File: config.mk
export PLATFORM = sky130hd
export DESIGN_NAME = multi_slot_weekday_alarm_table
export DESIGN_NICKNAME = d
export VERILOG_FILES = /design/src/alarm_tbl_pkg.sv /design/src/alarm_tbl_ram.sv /design/src/alarm_tbl_ctrl.sv /design/src/multi_slot_weekday_alarm_table.sv
export SDC_FILE = /design/constraint.sdc
export NUM_CORES = 1
export LEC_CHECK = 0
export BUFFER_PORTS_ARGS = -buffer_cell sky130_fd_sc_hd__clkbuf_2
export CAP_MARGIN = 20
export CORE_ASPECT_RATIO = 1.25
export CORE_UTILIZATION = 40
export CTS_CLUSTER_SIZE = 25
export DETAILED_ROUTE_END_ITERATION = 8
export GPL_TIMING_DRIVEN = 0
export PLACE_DENSITY = 0.67
export SYNTH_ARGS = -nofsm -noshare
export SYNTH_HDL_FRONTEND = slang
export SYNTH_SLANG_ARGS = --single-unit
export TNS_END_PERCENT = 100
File: constraint.sdc
create_clock -name clk_i -period 6.8 [get_ports clk_i]
set_input_delay 1.36 -clock clk_i [delete_from_list [all_inputs] [get_ports clk_i]]
set_output_delay 1.36 -clock clk_i [all_outputs]
set_load 0.02 [all_outputs]
File: src/alarm_tbl_pkg.sv
// Package with the types, constants and helper functions of the alarm table.
package alarm_tbl_pkg;

  // Table geometry.
  localparam int NUM_SLOTS = 8;
  localparam int SLOT_W    = (NUM_SLOTS > 1) ? $clog2(NUM_SLOTS) : 1;
  localparam int PTR_W     = $clog2(NUM_SLOTS + 1);
  localparam int CNT_W     = PTR_W;
  localparam int IDX_CMP_W = (PTR_W > 3) ? PTR_W : 3;
  localparam int SAT_W     = (CNT_W > 4) ? CNT_W : 4;
  localparam int MAX_COUNT_OUT = (NUM_SLOTS > 15) ? 15 : NUM_SLOTS;

  // Weekday masks selected by the repeat choice of an add.
  localparam logic [6:0] MASK_ONCE     = 7'h00;
  localparam logic [6:0] MASK_DAILY    = 7'h7F;
  localparam logic [6:0] MASK_WEEKDAYS = 7'h3E;
  localparam logic [6:0] MASK_WEEKEND  = 7'h41;

  typedef enum logic [1:0] {
    OP_ADD    = 2'd0,
    OP_DELETE = 2'd1,
    OP_ENABLE = 2'd2,
    OP_TICK   = 2'd3
  } op_e;

  typedef enum logic [1:0] {
    ST_OK    = 2'd0,
    ST_FULL  = 2'd1,
    ST_EMPTY = 2'd2
  } status_e;

  typedef enum logic [1:0] {
    REP_ONCE     = 2'd0,
    REP_DAILY    = 2'd1,
    REP_WEEKDAYS = 2'd2,
    REP_WEEKEND  = 2'd3
  } repeat_e;

  typedef enum logic [2:0] {
    FSM_IDLE,
    FSM_EXEC,
    FSM_RMW,
    FSM_SCAN,
    FSM_DONE
  } state_e;

  // One input transaction, unpacked.
  typedef struct packed {
    op_e        op;
    logic [2:0] slot_index;
    logic [4:0] alarm_hour;
    logic [5:0] alarm_minute;
    repeat_e    repeat_choice;
    logic       enable_value;
    logic [2:0] now_weekday;
    logic [4:0] now_hour;
    logic [5:0] now_minute;
    logic [5:0] now_second;
    logic       time_valid;
  } item_t;

  // One stored slot; the valid bit lives in flip-flops outside the memory.
  typedef struct packed {
    logic       enabled;
    logic [4:0] hour;
    logic [5:0] minute;
    logic [6:0] mask;
  } slot_entry_t;

  // Memory port request from the controller.
  typedef struct packed {
    logic              we;
    logic [SLOT_W-1:0] waddr;
    slot_entry_t       wdata;
    logic              re;
    logic [SLOT_W-1:0] raddr;
  } mem_req_t;

  // One result transaction.
  typedef struct packed {
    status_e    status;
    logic [2:0] slot;
    logic       fired;
    logic [3:0] active_count;
  } result_t;

  // Map a repeat choice to its weekday mask.
  function automatic logic [6:0] repeat_mask(repeat_e rep);
    logic [6:0] m;
    case (rep)
      REP_ONCE:     m = MASK_ONCE;
      REP_DAILY:    m = MASK_DAILY;
      REP_WEEKDAYS: m = MASK_WEEKDAYS;
      REP_WEEKEND:  m = MASK_WEEKEND;
      default:      m = MASK_ONCE;
    endcase
    return m;
  endfunction

  // True when a slot index addresses an existing slot.
  function automatic logic slot_in_range(logic [2:0] idx);
    return IDX_CMP_W'(idx) < IDX_CMP_W'(NUM_SLOTS);
  endfunction

  // Saturate the valid count to the four-bit output field.
  function automatic logic [3:0] sat_count(logic [CNT_W-1:0] cnt);
    logic [SAT_W-1:0] c;
    c = SAT_W'(cnt);
    return (c > SAT_W'(15)) ? 4'd15 : 4'(c);
  endfunction

endpackage

File: src/alarm_tbl_ram.sv
// Slot memory: one write port and one registered read port.
module alarm_tbl_ram (
  input  logic                       clk_i,
  input  alarm_tbl_pkg::mem_req_t    req_i,
  output alarm_tbl_pkg::slot_entry_t rd_data_o
);

  alarm_tbl_pkg::slot_entry_t mem_q [alarm_tbl_pkg::NUM_SLOTS];
  alarm_tbl_pkg::slot_entry_t rd_data_q;

  // Write port.
  always_ff @(posedge clk_i) begin
    if (req_i.we) begin
      mem_q[req_i.waddr] <= req_i.wdata;
    end
  end

  // Registered read port.
  always_ff @(posedge clk_i) begin
    if (req_i.re) begin
      rd_data_q <= mem_q[req_i.raddr];
    end
  end

  assign rd_data_o = rd_data_q;

endmodule

File: src/alarm_tbl_ctrl.sv
// Sequencer that executes one operation at a time against the slot memory.
module alarm_tbl_ctrl (
  input  logic                       clk_i,
  input  logic                       rst_ni,
  input  logic                       in_valid_i,
  output logic                       in_ready_o,
  input  alarm_tbl_pkg::item_t       item_i,
  output logic                       res_valid_o,
  input  logic                       res_ready_i,
  output alarm_tbl_pkg::result_t     res_o,
  output alarm_tbl_pkg::mem_req_t    mem_req_o,
  input  alarm_tbl_pkg::slot_entry_t rd_data_i
);

  localparam int NS = alarm_tbl_pkg::NUM_SLOTS;
  localparam int SW = alarm_tbl_pkg::SLOT_W;
  localparam int PW = alarm_tbl_pkg::PTR_W;
  localparam int CW = alarm_tbl_pkg::CNT_W;

  alarm_tbl_pkg::state_e  state_q, state_d;
  alarm_tbl_pkg::item_t   item_q, item_d;
  alarm_tbl_pkg::result_t res_q, res_d;
  logic [NS-1:0]          valid_q, valid_d;
  logic [CW-1:0]          cnt_q, cnt_d;
  logic [PW-1:0]          rd_ptr_q, rd_ptr_d;
  logic [SW-1:0]          chk_ptr_q, chk_ptr_d;
  logic                   chk_vld_q, chk_vld_d;

  logic                   free_any;
  logic [SW-1:0]          free_idx;
  logic [SW-1:0]          sel_idx;
  logic                   sel_ok;
  logic                   tick_live;
  logic [7:0]             mask_ext;
  logic                   day_ok;
  logic                   hit;
  logic                   scan_end;

  // Lowest-numbered free slot for an add.
  always_comb begin
    free_any = 1'b0;
    free_idx = '0;
    for (int i = NS - 1; i >= 0; i--) begin
      if (!valid_q[i]) begin
        free_any = 1'b1;
        free_idx = SW'(i);
      end
    end
  end

  assign sel_idx   = SW'(item_q.slot_index);
  assign sel_ok    = alarm_tbl_pkg::slot_in_range(item_q.slot_index);
  assign tick_live = item_q.time_valid && (item_q.now_second == 6'd0);

  // Match check on the entry that the memory returned during the scan.
  assign mask_ext = {1'b0, rd_data_i.mask};
  assign day_ok   = (rd_data_i.mask == 7'd0) || mask_ext[item_q.now_weekday];
  assign hit      = chk_vld_q && valid_q[chk_ptr_q] && rd_data_i.enabled && day_ok &&
                    (rd_data_i.hour == item_q.now_hour) &&
                    (rd_data_i.minute == item_q.now_minute);
  assign scan_end = hit || (chk_vld_q && (chk_ptr_q == SW'(NS - 1)));

  // Next state.
  always_comb begin
    state_d = state_q;
    unique case (state_q)
      alarm_tbl_pkg::FSM_IDLE: begin
        if (in_valid_i) state_d = alarm_tbl_pkg::FSM_EXEC;
      end
      alarm_tbl_pkg::FSM_EXEC: begin
        unique case (item_q.op)
          alarm_tbl_pkg::OP_ADD, alarm_tbl_pkg::OP_DELETE: begin
            state_d = alarm_tbl_pkg::FSM_DONE;
          end
          alarm_tbl_pkg::OP_ENABLE: begin
            state_d = sel_ok ? alarm_tbl_pkg::FSM_RMW : alarm_tbl_pkg::FSM_DONE;
          end
          alarm_tbl_pkg::OP_TICK: begin
            state_d = tick_live ? alarm_tbl_pkg::FSM_SCAN : alarm_tbl_pkg::FSM_DONE;
          end
        endcase
      end
      alarm_tbl_pkg::FSM_RMW: begin
        state_d = alarm_tbl_pkg::FSM_DONE;
      end
      alarm_tbl_pkg::FSM_SCAN: begin
        if (scan_end) state_d = alarm_tbl_pkg::FSM_DONE;
      end
      alarm_tbl_pkg::FSM_DONE: begin
        if (res_ready_i) state_d = alarm_tbl_pkg::FSM_IDLE;
      end
      default: state_d = alarm_tbl_pkg::FSM_IDLE;
    endcase
  end

  // Datapath and memory requests per state.
  always_comb begin
    item_d    = item_q;
    res_d     = res_q;
    valid_d   = valid_q;
    cnt_d     = cnt_q;
    rd_ptr_d  = rd_ptr_q;
    chk_ptr_d = chk_ptr_q;
    chk_vld_d = 1'b0;
    mem_req_o = '0;
    unique case (state_q)
      alarm_tbl_pkg::FSM_IDLE: begin
        if (in_valid_i) item_d = item_i;
      end
      alarm_tbl_pkg::FSM_EXEC: begin
        res_d.status = alarm_tbl_pkg::ST_OK;
        res_d.slot   = 3'd0;
        res_d.fired  = 1'b0;
        rd_ptr_d     = '0;
        unique case (item_q.op)
          alarm_tbl_pkg::OP_ADD: begin
            if (free_any) begin
              mem_req_o.we             = 1'b1;
              mem_req_o.waddr          = free_idx;
              mem_req_o.wdata.enabled  = 1'b1;
              mem_req_o.wdata.hour     = item_q.alarm_hour;
              mem_req_o.wdata.minute   = item_q.alarm_minute;
              mem_req_o.wdata.mask     = alarm_tbl_pkg::repeat_mask(item_q.repeat_choice);
              valid_d[free_idx]        = 1'b1;
              cnt_d                    = cnt_q + CW'(1);
              res_d.slot               = 3'(free_idx);
            end else begin
              res_d.status = alarm_tbl_pkg::ST_FULL;
            end
          end
          alarm_tbl_pkg::OP_DELETE: begin
            if (sel_ok && valid_q[sel_idx]) begin
              valid_d[sel_idx] = 1'b0;
              cnt_d            = cnt_q - CW'(1);
            end else begin
              res_d.status = alarm_tbl_pkg::ST_EMPTY;
            end
          end
          alarm_tbl_pkg::OP_ENABLE: begin
            // Fetch the entry; the enable bit is merged in the next cycle.
            if (sel_ok) begin
              mem_req_o.re    = 1'b1;
              mem_req_o.raddr = sel_idx;
            end
          end
          alarm_tbl_pkg::OP_TICK: begin
          end
        endcase
        res_d.active_count = alarm_tbl_pkg::sat_count(cnt_d);
      end
      alarm_tbl_pkg::FSM_RMW: begin
        mem_req_o.we            = 1'b1;
        mem_req_o.waddr         = sel_idx;
        mem_req_o.wdata         = rd_data_i;
        mem_req_o.wdata.enabled = item_q.enable_value;
      end
      alarm_tbl_pkg::FSM_SCAN: begin
        // Issue the next read while checking the entry read last cycle.
        if (!scan_end && (rd_ptr_q < PW'(NS))) begin
          mem_req_o.re    = 1'b1;
          mem_req_o.raddr = SW'(rd_ptr_q);
          rd_ptr_d        = rd_ptr_q + PW'(1);
          chk_ptr_d       = SW'(rd_ptr_q);
          chk_vld_d       = 1'b1;
        end
        if (hit) begin
          res_d.fired = 1'b1;
          res_d.slot  = 3'(chk_ptr_q);
          // A one-shot alarm disables itself once it has fired.
          if (rd_data_i.mask == 7'd0) begin
            mem_req_o.we            = 1'b1;
            mem_req_o.waddr         = chk_ptr_q;
            mem_req_o.wdata         = rd_data_i;
            mem_req_o.wdata.enabled = 1'b0;
          end
        end
      end
      alarm_tbl_pkg::FSM_DONE: begin
      end
      default: begin
      end
    endcase
  end

  // Control registers.
  always_ff @(posedge clk_i or negedge rst_ni) begin
    if (!rst_ni) begin
      state_q   <= alarm_tbl_pkg::FSM_IDLE;
      valid_q   <= '0;
      cnt_q     <= '0;
      rd_ptr_q  <= '0;
      chk_ptr_q <= '0;
      chk_vld_q <= 1'b0;
    end else begin
      state_q   <= state_d;
      valid_q   <= valid_d;
      cnt_q     <= cnt_d;
      rd_ptr_q  <= rd_ptr_d;
      chk_ptr_q <= chk_ptr_d;
      chk_vld_q <= chk_vld_d;
    end
  end

  // Payload registers.
  always_ff @(posedge clk_i) begin
    item_q <= item_d;
    res_q  <= res_d;
  end

  assign in_ready_o  = (state_q == alarm_tbl_pkg::FSM_IDLE);
  assign res_valid_o = (state_q == alarm_tbl_pkg::FSM_DONE);
  assign res_o       = res_q;

endmodule

File: src/multi_slot_weekday_alarm_table.sv
// Top level of the weekday alarm table with stream ports and an output register.
//
// Each input transaction carries one operation (add, delete, set-enable or time
// tick) and yields exactly one result transaction. Operations run one at a time
// in a sequencer around a single-port-write, registered-read slot memory; slot
// valid bits are flip-flops cleared by reset. Add and delete run in the execute
// state, set-enable reads the entry and then writes it back, and a live tick
// scans the slots, with the memory returning one slot per cycle, until a hit or
// the last slot. A result waiting in the output register does not keep the next
// transaction from being accepted.
module multi_slot_weekday_alarm_table (
  input  logic        clk_i,
  input  logic        rst_ni,
  input  logic        s_axis_tvalid,
  output logic        s_axis_tready,
  // slot_index[2:0], alarm_hour[7:3], alarm_minute[13:8], repeat_choice[15:14],
  // enable_value[16], now_weekday[19:17], now_hour[24:20], now_minute[30:25],
  // now_second[36:31], time_valid[37], zero[39:38]
  input  logic [39:0] s_axis_tdata,
  // operation[1:0]
  input  logic [1:0]  s_axis_tuser,
  output logic        m_axis_tvalid,
  input  logic        m_axis_tready,
  // status[1:0], result_slot[4:2], fired[5], active_count[9:6], zero[15:10]
  output logic [15:0] m_axis_tdata
);

  alarm_tbl_pkg::item_t       item;
  alarm_tbl_pkg::result_t     res;
  alarm_tbl_pkg::mem_req_t    mem_req;
  alarm_tbl_pkg::slot_entry_t rd_data;
  logic                       res_valid;
  logic                       res_ready;
  logic                       out_valid_q, out_valid_d;
  logic [15:0]                out_data_q, out_data_d;

  // Unpack the input transaction.
  always_comb begin
    item.op            = alarm_tbl_pkg::op_e'(s_axis_tuser[1:0]);
    item.slot_index    = s_axis_tdata[2:0];
    item.alarm_hour    = s_axis_tdata[7:3];
    item.alarm_minute  = s_axis_tdata[13:8];
    item.repeat_choice = alarm_tbl_pkg::repeat_e'(s_axis_tdata[15:14]);
    item.enable_value  = s_axis_tdata[16];
    item.now_weekday   = s_axis_tdata[19:17];
    item.now_hour      = s_axis_tdata[24:20];
    item.now_minute    = s_axis_tdata[30:25];
    item.now_second    = s_axis_tdata[36:31];
    item.time_valid    = s_axis_tdata[37];
  end

  alarm_tbl_ctrl u_ctrl (
    .clk_i       (clk_i),
    .rst_ni      (rst_ni),
    .in_valid_i  (s_axis_tvalid),
    .in_ready_o  (s_axis_tready),
    .item_i      (item),
    .res_valid_o (res_valid),
    .res_ready_i (res_ready),
    .res_o       (res),
    .mem_req_o   (mem_req),
    .rd_data_i   (rd_data)
  );

  alarm_tbl_ram u_ram (
    .clk_i     (clk_i),
    .req_i     (mem_req),
    .rd_data_o (rd_data)
  );

  // Output register: loads when empty or when its transaction completes.
  assign res_ready = !out_valid_q || m_axis_tready;

  always_comb begin
    out_valid_d = out_valid_q;
    out_data_d  = out_data_q;
    if (res_ready) begin
      out_valid_d = res_valid;
      if (res_valid) begin
        out_data_d = {6'd0, res.active_count, res.fired, res.slot, res.status};
      end
    end
  end

  always_ff @(posedge clk_i or negedge rst_ni) begin
    if (!rst_ni) begin
      out_valid_q <= 1'b0;
    end else begin
      out_valid_q <= out_valid_d;
    end
  end

  always_ff @(posedge clk_i) begin
    out_data_q <= out_data_d;
  end

  assign m_axis_tvalid = out_valid_q;
  assign m_axis_tdata  = out_data_q;

endmodule

==> run summary, run 1 <==
status: finished clean
clock latency on the worst-skew pair: 530 ps
Worst Setup Path Type: reg -> reg
Sink Count: 255
IO Pins: 64
Pins Over Slew Limit: 0
Placement Cell Area: 11800 um^2
Avg Cell Area, Syn: 14.0 um^2
Slew @ Worst Pin: 1000 ps
CTS Buffer Depth: 3
Max VDD drop: 0.000144 V
Die Y: 187 um
register bit total from synthesis: 255
Synth Warn #: 0
I/O Buffers: 55
crit end category: flop
post-synth top area cell: edfxtp_1
All-Layer GR Usage: 0.192
Layout area overhead: 15.1%
Slowest-stage cell, CP: nor3b_2
WL/cell: 21.2 um
Syn Inst Count: 778
post-CTS setup buffers: 0
worst setup path end: u_ram.mem_q[4][18]
Slew HR: 0.332
Post-CTS Resized: 0
DP HPWL: 19100 um
Residual DRC: 0
largest net degree at the start of global routing: 29
fin crit period: 4430 ps
Min-Delay Path Class: reg -> reg
Final Cycle Share: 0.652
Final GP Congestion: 0.915
first-pass GRT wire length: 41000 um
initial core utilization: 0.407
RSZ-0062 raised after global routing: false
largest cells by area after synthesis: edfxtp_1, dfrtp_1, nand2_1, a21boi_0, o22ai_1
Worst R2R Setup Slack: 2370 ps
Vias/cell: 5.71
Setup violations, final: 0
Root Driver: clkbuf_16
cts hold-fix bufs: 0
core area: 26800 um^2
Max FO, Critical Path: 11
row cnt: 67
Final Hold Fails: 0
MaxCap Viol Count: 0
final net count: 925
Worst Skew: 18.1 ps
crit path DAT: 4650 ps
Die Wd: 150 um
post-route ant nets: 0
Pwr Density: 331 nW/um^2
CTS tree: built
R2R Path Start: u_ctrl.chk_ptr_q[0]
CP startpoint kind: flop
final instance area: 12600 um^2
CTS buffer count: 24
via count: 7049
post-synthesis sequential area ratio: 0.690
P_leak: 4.42 nW
Iter 0 DRT Violations: 549
Primary FF master, synth: edfxtp_1
detailed-route wire length: 26200 um
share of cells above drive strength 1: 0.165
Peak Freq: 226 MHz
worst r2r path cells: 8
CP Data Required Time: 7020 ps
GR Overflow Total: 0
total die area: 28000 um^2
number of enable flip-flop cells after synthesis: 231
vias in the first global route: 7118
crit path cell chain: mux4_2 > mux2i_1 > nor4_4 > and3_1 > a221oi_1 > o21ai_1 > nor3b_2 > buf_6
Distinct cells, synth: 66
clk slew on worst S/H paths: 70 ps
Fin Setup TNS: 0 ps
area of the multi-input gates: 3130 um^2
mapped cell area: 10900 um^2
antenna violations before repair: 0
RR Endpoint: u_ram.mem_q[4][18]
Filler cells: 2348
critical path startpoint: u_ctrl.chk_ptr_q[0]
Yosys top cell area share: 0.635
n_diodes: 0
Worst path max stage delay: 860 ps
ys async rst share: 0.0941
Pre-Repair DR Iteration Count: 5
CTS H-Tree Depth: 1
Register Area: 7540 um^2
==> stage by stage <==
stage	std cells	utilization	setup WS (ps)	total power, W	hold WS [ps]
after floorplan	783	-	2810	0.00258	400
after global placement	1183	0.434	1320	0.00283	403
after detailed placement	1192	0.440	2470	0.00286	405
after CTS	1235	0.469	2430	0.00418	421
after global routing	1235	0.469	2240	0.00432	444
final	1235	0.469	2370	0.00416	418
==> cell usage in the layout (no fill, tap or decap), types with 9 or more instances in the layout <==
cell / n
a311o_1: 19
clkbuf_2: 55
a21oi_1: 26
nor2_1: 14
o21ai_0: 12
nand2_1: 82
edfxtp_1: 231
o22ai_1: 39
and2_1: 19
inv_1: 9
dfrtp_1: 24
clkbuf_16: 24
buf_6: 9
xor2_1: 14
a21boi_0: 38
a22o_1: 14
o221ai_1: 21
a221oi_1: 20
clkbuf_1: 45
o31ai_1: 24
==> registers in the layout, indices dropped and copies added, names as in the netlist <==
name              flops
u_ram.mem_q         152
u_ctrl.rd_ptr_q       4
u_ctrl.res_o         10
u_ctrl.valid_q        8
m_axis_tvalid         1
u_ctrl.item_q        37
u_ctrl.sel_idx        3
m_axis_tdata         10
u_ram.rd_data_o      19
u_ctrl.chk_vld_q      1
u_ctrl.chk_ptr_q      3
u_ctrl.cnt_q          4
u_ctrl.state_q        3
==> routing by layer <==
metal,GRT usage,up-vias,routed length [um],part of all wire
met5,0,-,0,0
met4,0.0742,0,910,0.035
met3,0.0264,62,1710,0.065
met2,0.335,265,13300,0.51
met1,0.239,3450,10300,0.39
li1,-,3272,-,-
==> kinds of logic after synthesis <==
family | after synthesis | synth area share
adder cells (fa/ha/maj) | 6 | 0.00687
multiplexers | 13 | 0.0159
AO/OA/AOI/OAI | 237 | 0.162
flip-flops | 255 | 0.690
other | 1 | 0.000343
buffers and inverters | 71 | 0.0291
AND/OR/NAND/NOR | 178 | 0.0828
XOR/XNOR | 17 | 0.0136
==> critical path: cells and delay by family (launching register included) <==
family | cells | cell delay, ps
mux | 2 | 940
buf+inv | 1 | 260
simple gates | 3 | 1260
compound gates | 2 | 1170
flops | 1 | 480
==> report_power, final <==
part / internal (W) / total, W / switching [W]
combinational: 0.000250 / 0.000730 / 0.000480
sequential: 0.00198 / 0.00210 / 0.000117
clock: 0.000764 / 0.00133 / 0.000563
==> cell usage after synthesis (2+ instances only) <==
cell      count
and3_1        3
nand2b_1      8
xor2_1       14
nor3b_1       4
buf_2         8
xnor2_1       3
a21oi_1      26
nor3_1        9
mux2_2        5
nand2_1      82
inv_1         9
clkbuf_1     42
nand4_1       4
o41ai_1       3
a31oi_1       2
buf_6         2
nand3_1       5
mux4_2        3
a22o_1       14
o21a_1        2
or2_2         3
o21ai_0      13
o22ai_1      39
o221ai_1     21
mux2i_1       5
nor2_1       17
buf_4         7
o31ai_1      24
dfrtp_1      24
a221oi_1     20
and3b_1       2
and2_1       20
nor4_1        5
a21o_1        3
edfxtp_1    231
or4_1         4
a311o_1      19
o32ai_1       2
ha_1          6
a21boi_0     38
o21ai_1       2
==> final cells by class <==
| cell class | instances | share of cell area |
|---|---|---|
| Buffer | 60 | 0.0220 |
| Clock buffer | 27 | 0.0486 |
| Inverter | 11 | 0.00328 |
| Sequential cell | 255 | 0.599 |
| Multi-Input combinational cell | 457 | 0.249 |
| Timing Repair Buffer | 64 | 0.0309 |
| Tap cell | 345 | 0.0343 |
| Clock inverter | 16 | 0.0131 |
==> how the worst min path moves through the flow <==
| stage | from | to | slack [ps] | cells past startpoint |
|---|---|---|---|---|
| final | u_ctrl.res_o[3] | m_axis_tdata[9] | 420 | 0 |
| after global routing | u_ctrl.res_o[3] | m_axis_tdata[9] | 440 | 0 |
| after CTS | u_ctrl.res_o[0] | m_axis_tdata[6] | 420 | 0 |
| after detailed placement | u_ctrl.res_o[5] | m_axis_tdata[2] | 400 | 0 |
| after global placement | u_ctrl.res_o[9] | m_axis_tdata[1] | 400 | 0 |
| after floorplan | u_ctrl.res_o[8] | m_axis_tdata[0] | 400 | 0 |
Power figures use the tool's default switching activity.
==> run 2, diff against run 1 <==
==> constraint.sdc (replaced) <==
create_clock -name clk_i -period 4.3 [get_ports clk_i]
set_input_delay 0.86 -clock clk_i [delete_from_list [all_inputs] [get_ports clk_i]]
set_output_delay 0.86 -clock clk_i [all_outputs]
set_load 0.02 [all_outputs]
==> run 2 against run 1 <==
Against the previous run: wire length rose by 0.31%; flip-flop and latch count stayed put; cell count is 0.16% higher; power rose by 58%; critical path type unchanged; critical endpoint is now u_ram.mem_q[5][18].
==> run summary, run 2 (synthesis results as in run 1) <==
CTS Buffer Depth: 3
Final GP Congestion: 0.915
n_diodes: 0
Setup violations, final: 0
P_leak: 4.45 nW
Worst Skew: 18.2 ps
crit end category: flop
Residual DRC: 0
vias in the first global route: 7118
Vias/cell: 5.71
DP HPWL: 19100 um
MaxCap Viol Count: 0
first-pass GRT wire length: 41000 um
initial core utilization: 0.407
critical path startpoint: u_ctrl.chk_ptr_q[0]
share of cells above drive strength 1: 0.168
Largest register FFs: 152
CTS buffer count: 24
GR peak layer: met2
commonest non-fill, non-tap cell in the layout: edfxtp_1
Pwr Density: 522 nW/um^2
WL/cell: 21.3 um
All-Layer GR Usage: 0.192
post-route ant nets: 0
antenna violations before repair: 0
met1 usage: 0.239
crit path DAT: 4230 ps
Die Wd: 150 um
Final Hold Fails: 0
Slew HR: 0.345
Root Driver: clkbuf_16
Slowest-stage cell, CP: a21oi_1
Filler cells: 2346
CP Data Required Time: 4440 ps
detailed-route wire length: 26300 um
Iter 0 DRT Violations: 592
R2R Path Start: u_ctrl.chk_ptr_q[0]
core area: 26800 um^2
GR Layer Usage met2: 0.335
Pre-Repair DR Iteration Count: 5
Min-Delay Path Class: in -> async
Worst Hold Slack: 365 ps
final net count: 927
row cnt: 67
Sink Count: 255
fin crit period: 4090 ps
crit path cell chain: mux4_2 > mux2i_1 > nor4_4 > and3_1 > a21oi_1 > nand2b_1 > nor2_2
Worst Setup Path Type: reg -> reg
Slew @ Worst Pin: 983 ps
Peak Freq: 244 MHz
IO Pins: 64
clock latency on the worst-skew pair: 530 ps
via count: 7063
clk slew on worst S/H paths: 70 ps
GR Layer Usage met3: 0.0264
Max FO, Critical Path: 19
largest net degree at the start of global routing: 29
RSZ-0062 raised after global routing: false
most frequent cells in the layout: edfxtp_1, nand2_1, clkbuf_2
Final Cycle Share: 0.951
Layout area overhead: 15.6%
overall power: 0.00659 W
Max VDD drop: 0.000228 V
status: finished clean
total die area: 28000 um^2
GR Overflow Total: 0
I/O Buffers: 55
Pins Over Slew Limit: 0
CP startpoint kind: flop
Reg with most FFs: u_ram.mem_q
Worst path max stage delay: 790 ps
CTS H-Tree Depth: 1
Fin Setup TNS: 0 ps
CTS tree: built
Die Y: 187 um
-- run 2: layout make-up --
type | instances | area [um^2] | share of cell area
buffer | 60 | 277 | 0.0219
clock buffer | 27 | 612 | 0.0484
clock inverter | 16 | 165 | 0.0131
inverter | 11 | 41.3 | 0.00327
multi-input combinational | 457 | 3160 | 0.250
sequential | 255 | 7540 | 0.597
tap | 345 | 432 | 0.0342
timing repair buffer | 66 | 404 | 0.0320
-- run 2: worst max-delay path, delay by kind of cell, from the launching register on --
family / cells / cell delay [ps]
compound gates: 1 / 790
simple gates: 4 / 1450
flops: 1 / 500
mux: 2 / 940
-- run 2: where the power goes --
part	switching, W	total, W	internal, W
Sequential	0.000185	0.00332	0.00314
Combinational	0.000769	0.00117	0.000399
Clock	0.000891	0.00210	0.00121
-- run 2: path summary, 6_finish.rpt --
kind,end,slack (ps),cells past startpoint
max in group asynchronous,u_ctrl.valid_q[2],3480,1
setup reg to reg,u_ram.mem_q[5][18],210,7
min in group clk_i,m_axis_tdata[9],420,0
hold reg to reg,m_axis_tdata[9],420,0
setup / recovery,u_ram.mem_q[5][18],210,7
hold / removal,u_ctrl.cnt_q[0],370,1
-- run 2: metrics by stage --
step | worst slack [ps] | instance area [um^2] | util | cells
global placement | -1180 | 11700 | 0.434 | 1183
floorplan | 306 | 10900 | - | 783
finish | 210 | 12600 | 0.471 | 1237
CTS | -67.3 | 12600 | 0.469 | 1235
detailed placement | -32.2 | 11800 | 0.440 | 1192
global route | 14.6 | 12600 | 0.471 | 1237
-- run 2: routing by layer --
| metal | wire (um) | up-vias | part of all wire |
|---|---|---|---|
| met5 | 0 | - | 0 |
| met4 | 873 | 0 | 0.033 |
| met3 | 1650 | 57 | 0.063 |
| met2 | 13400 | 275 | 0.51 |
| met1 | 10400 | 3456 | 0.40 |
| li1 | - | 3275 | - |
-- run 2: repair_timing --
item                       CTS  global route
resized for setup            0             6
gates cloned                 0             0
setup endpoints to repair   18            47
buffers inserted             0             2
hold buffers                 0             0
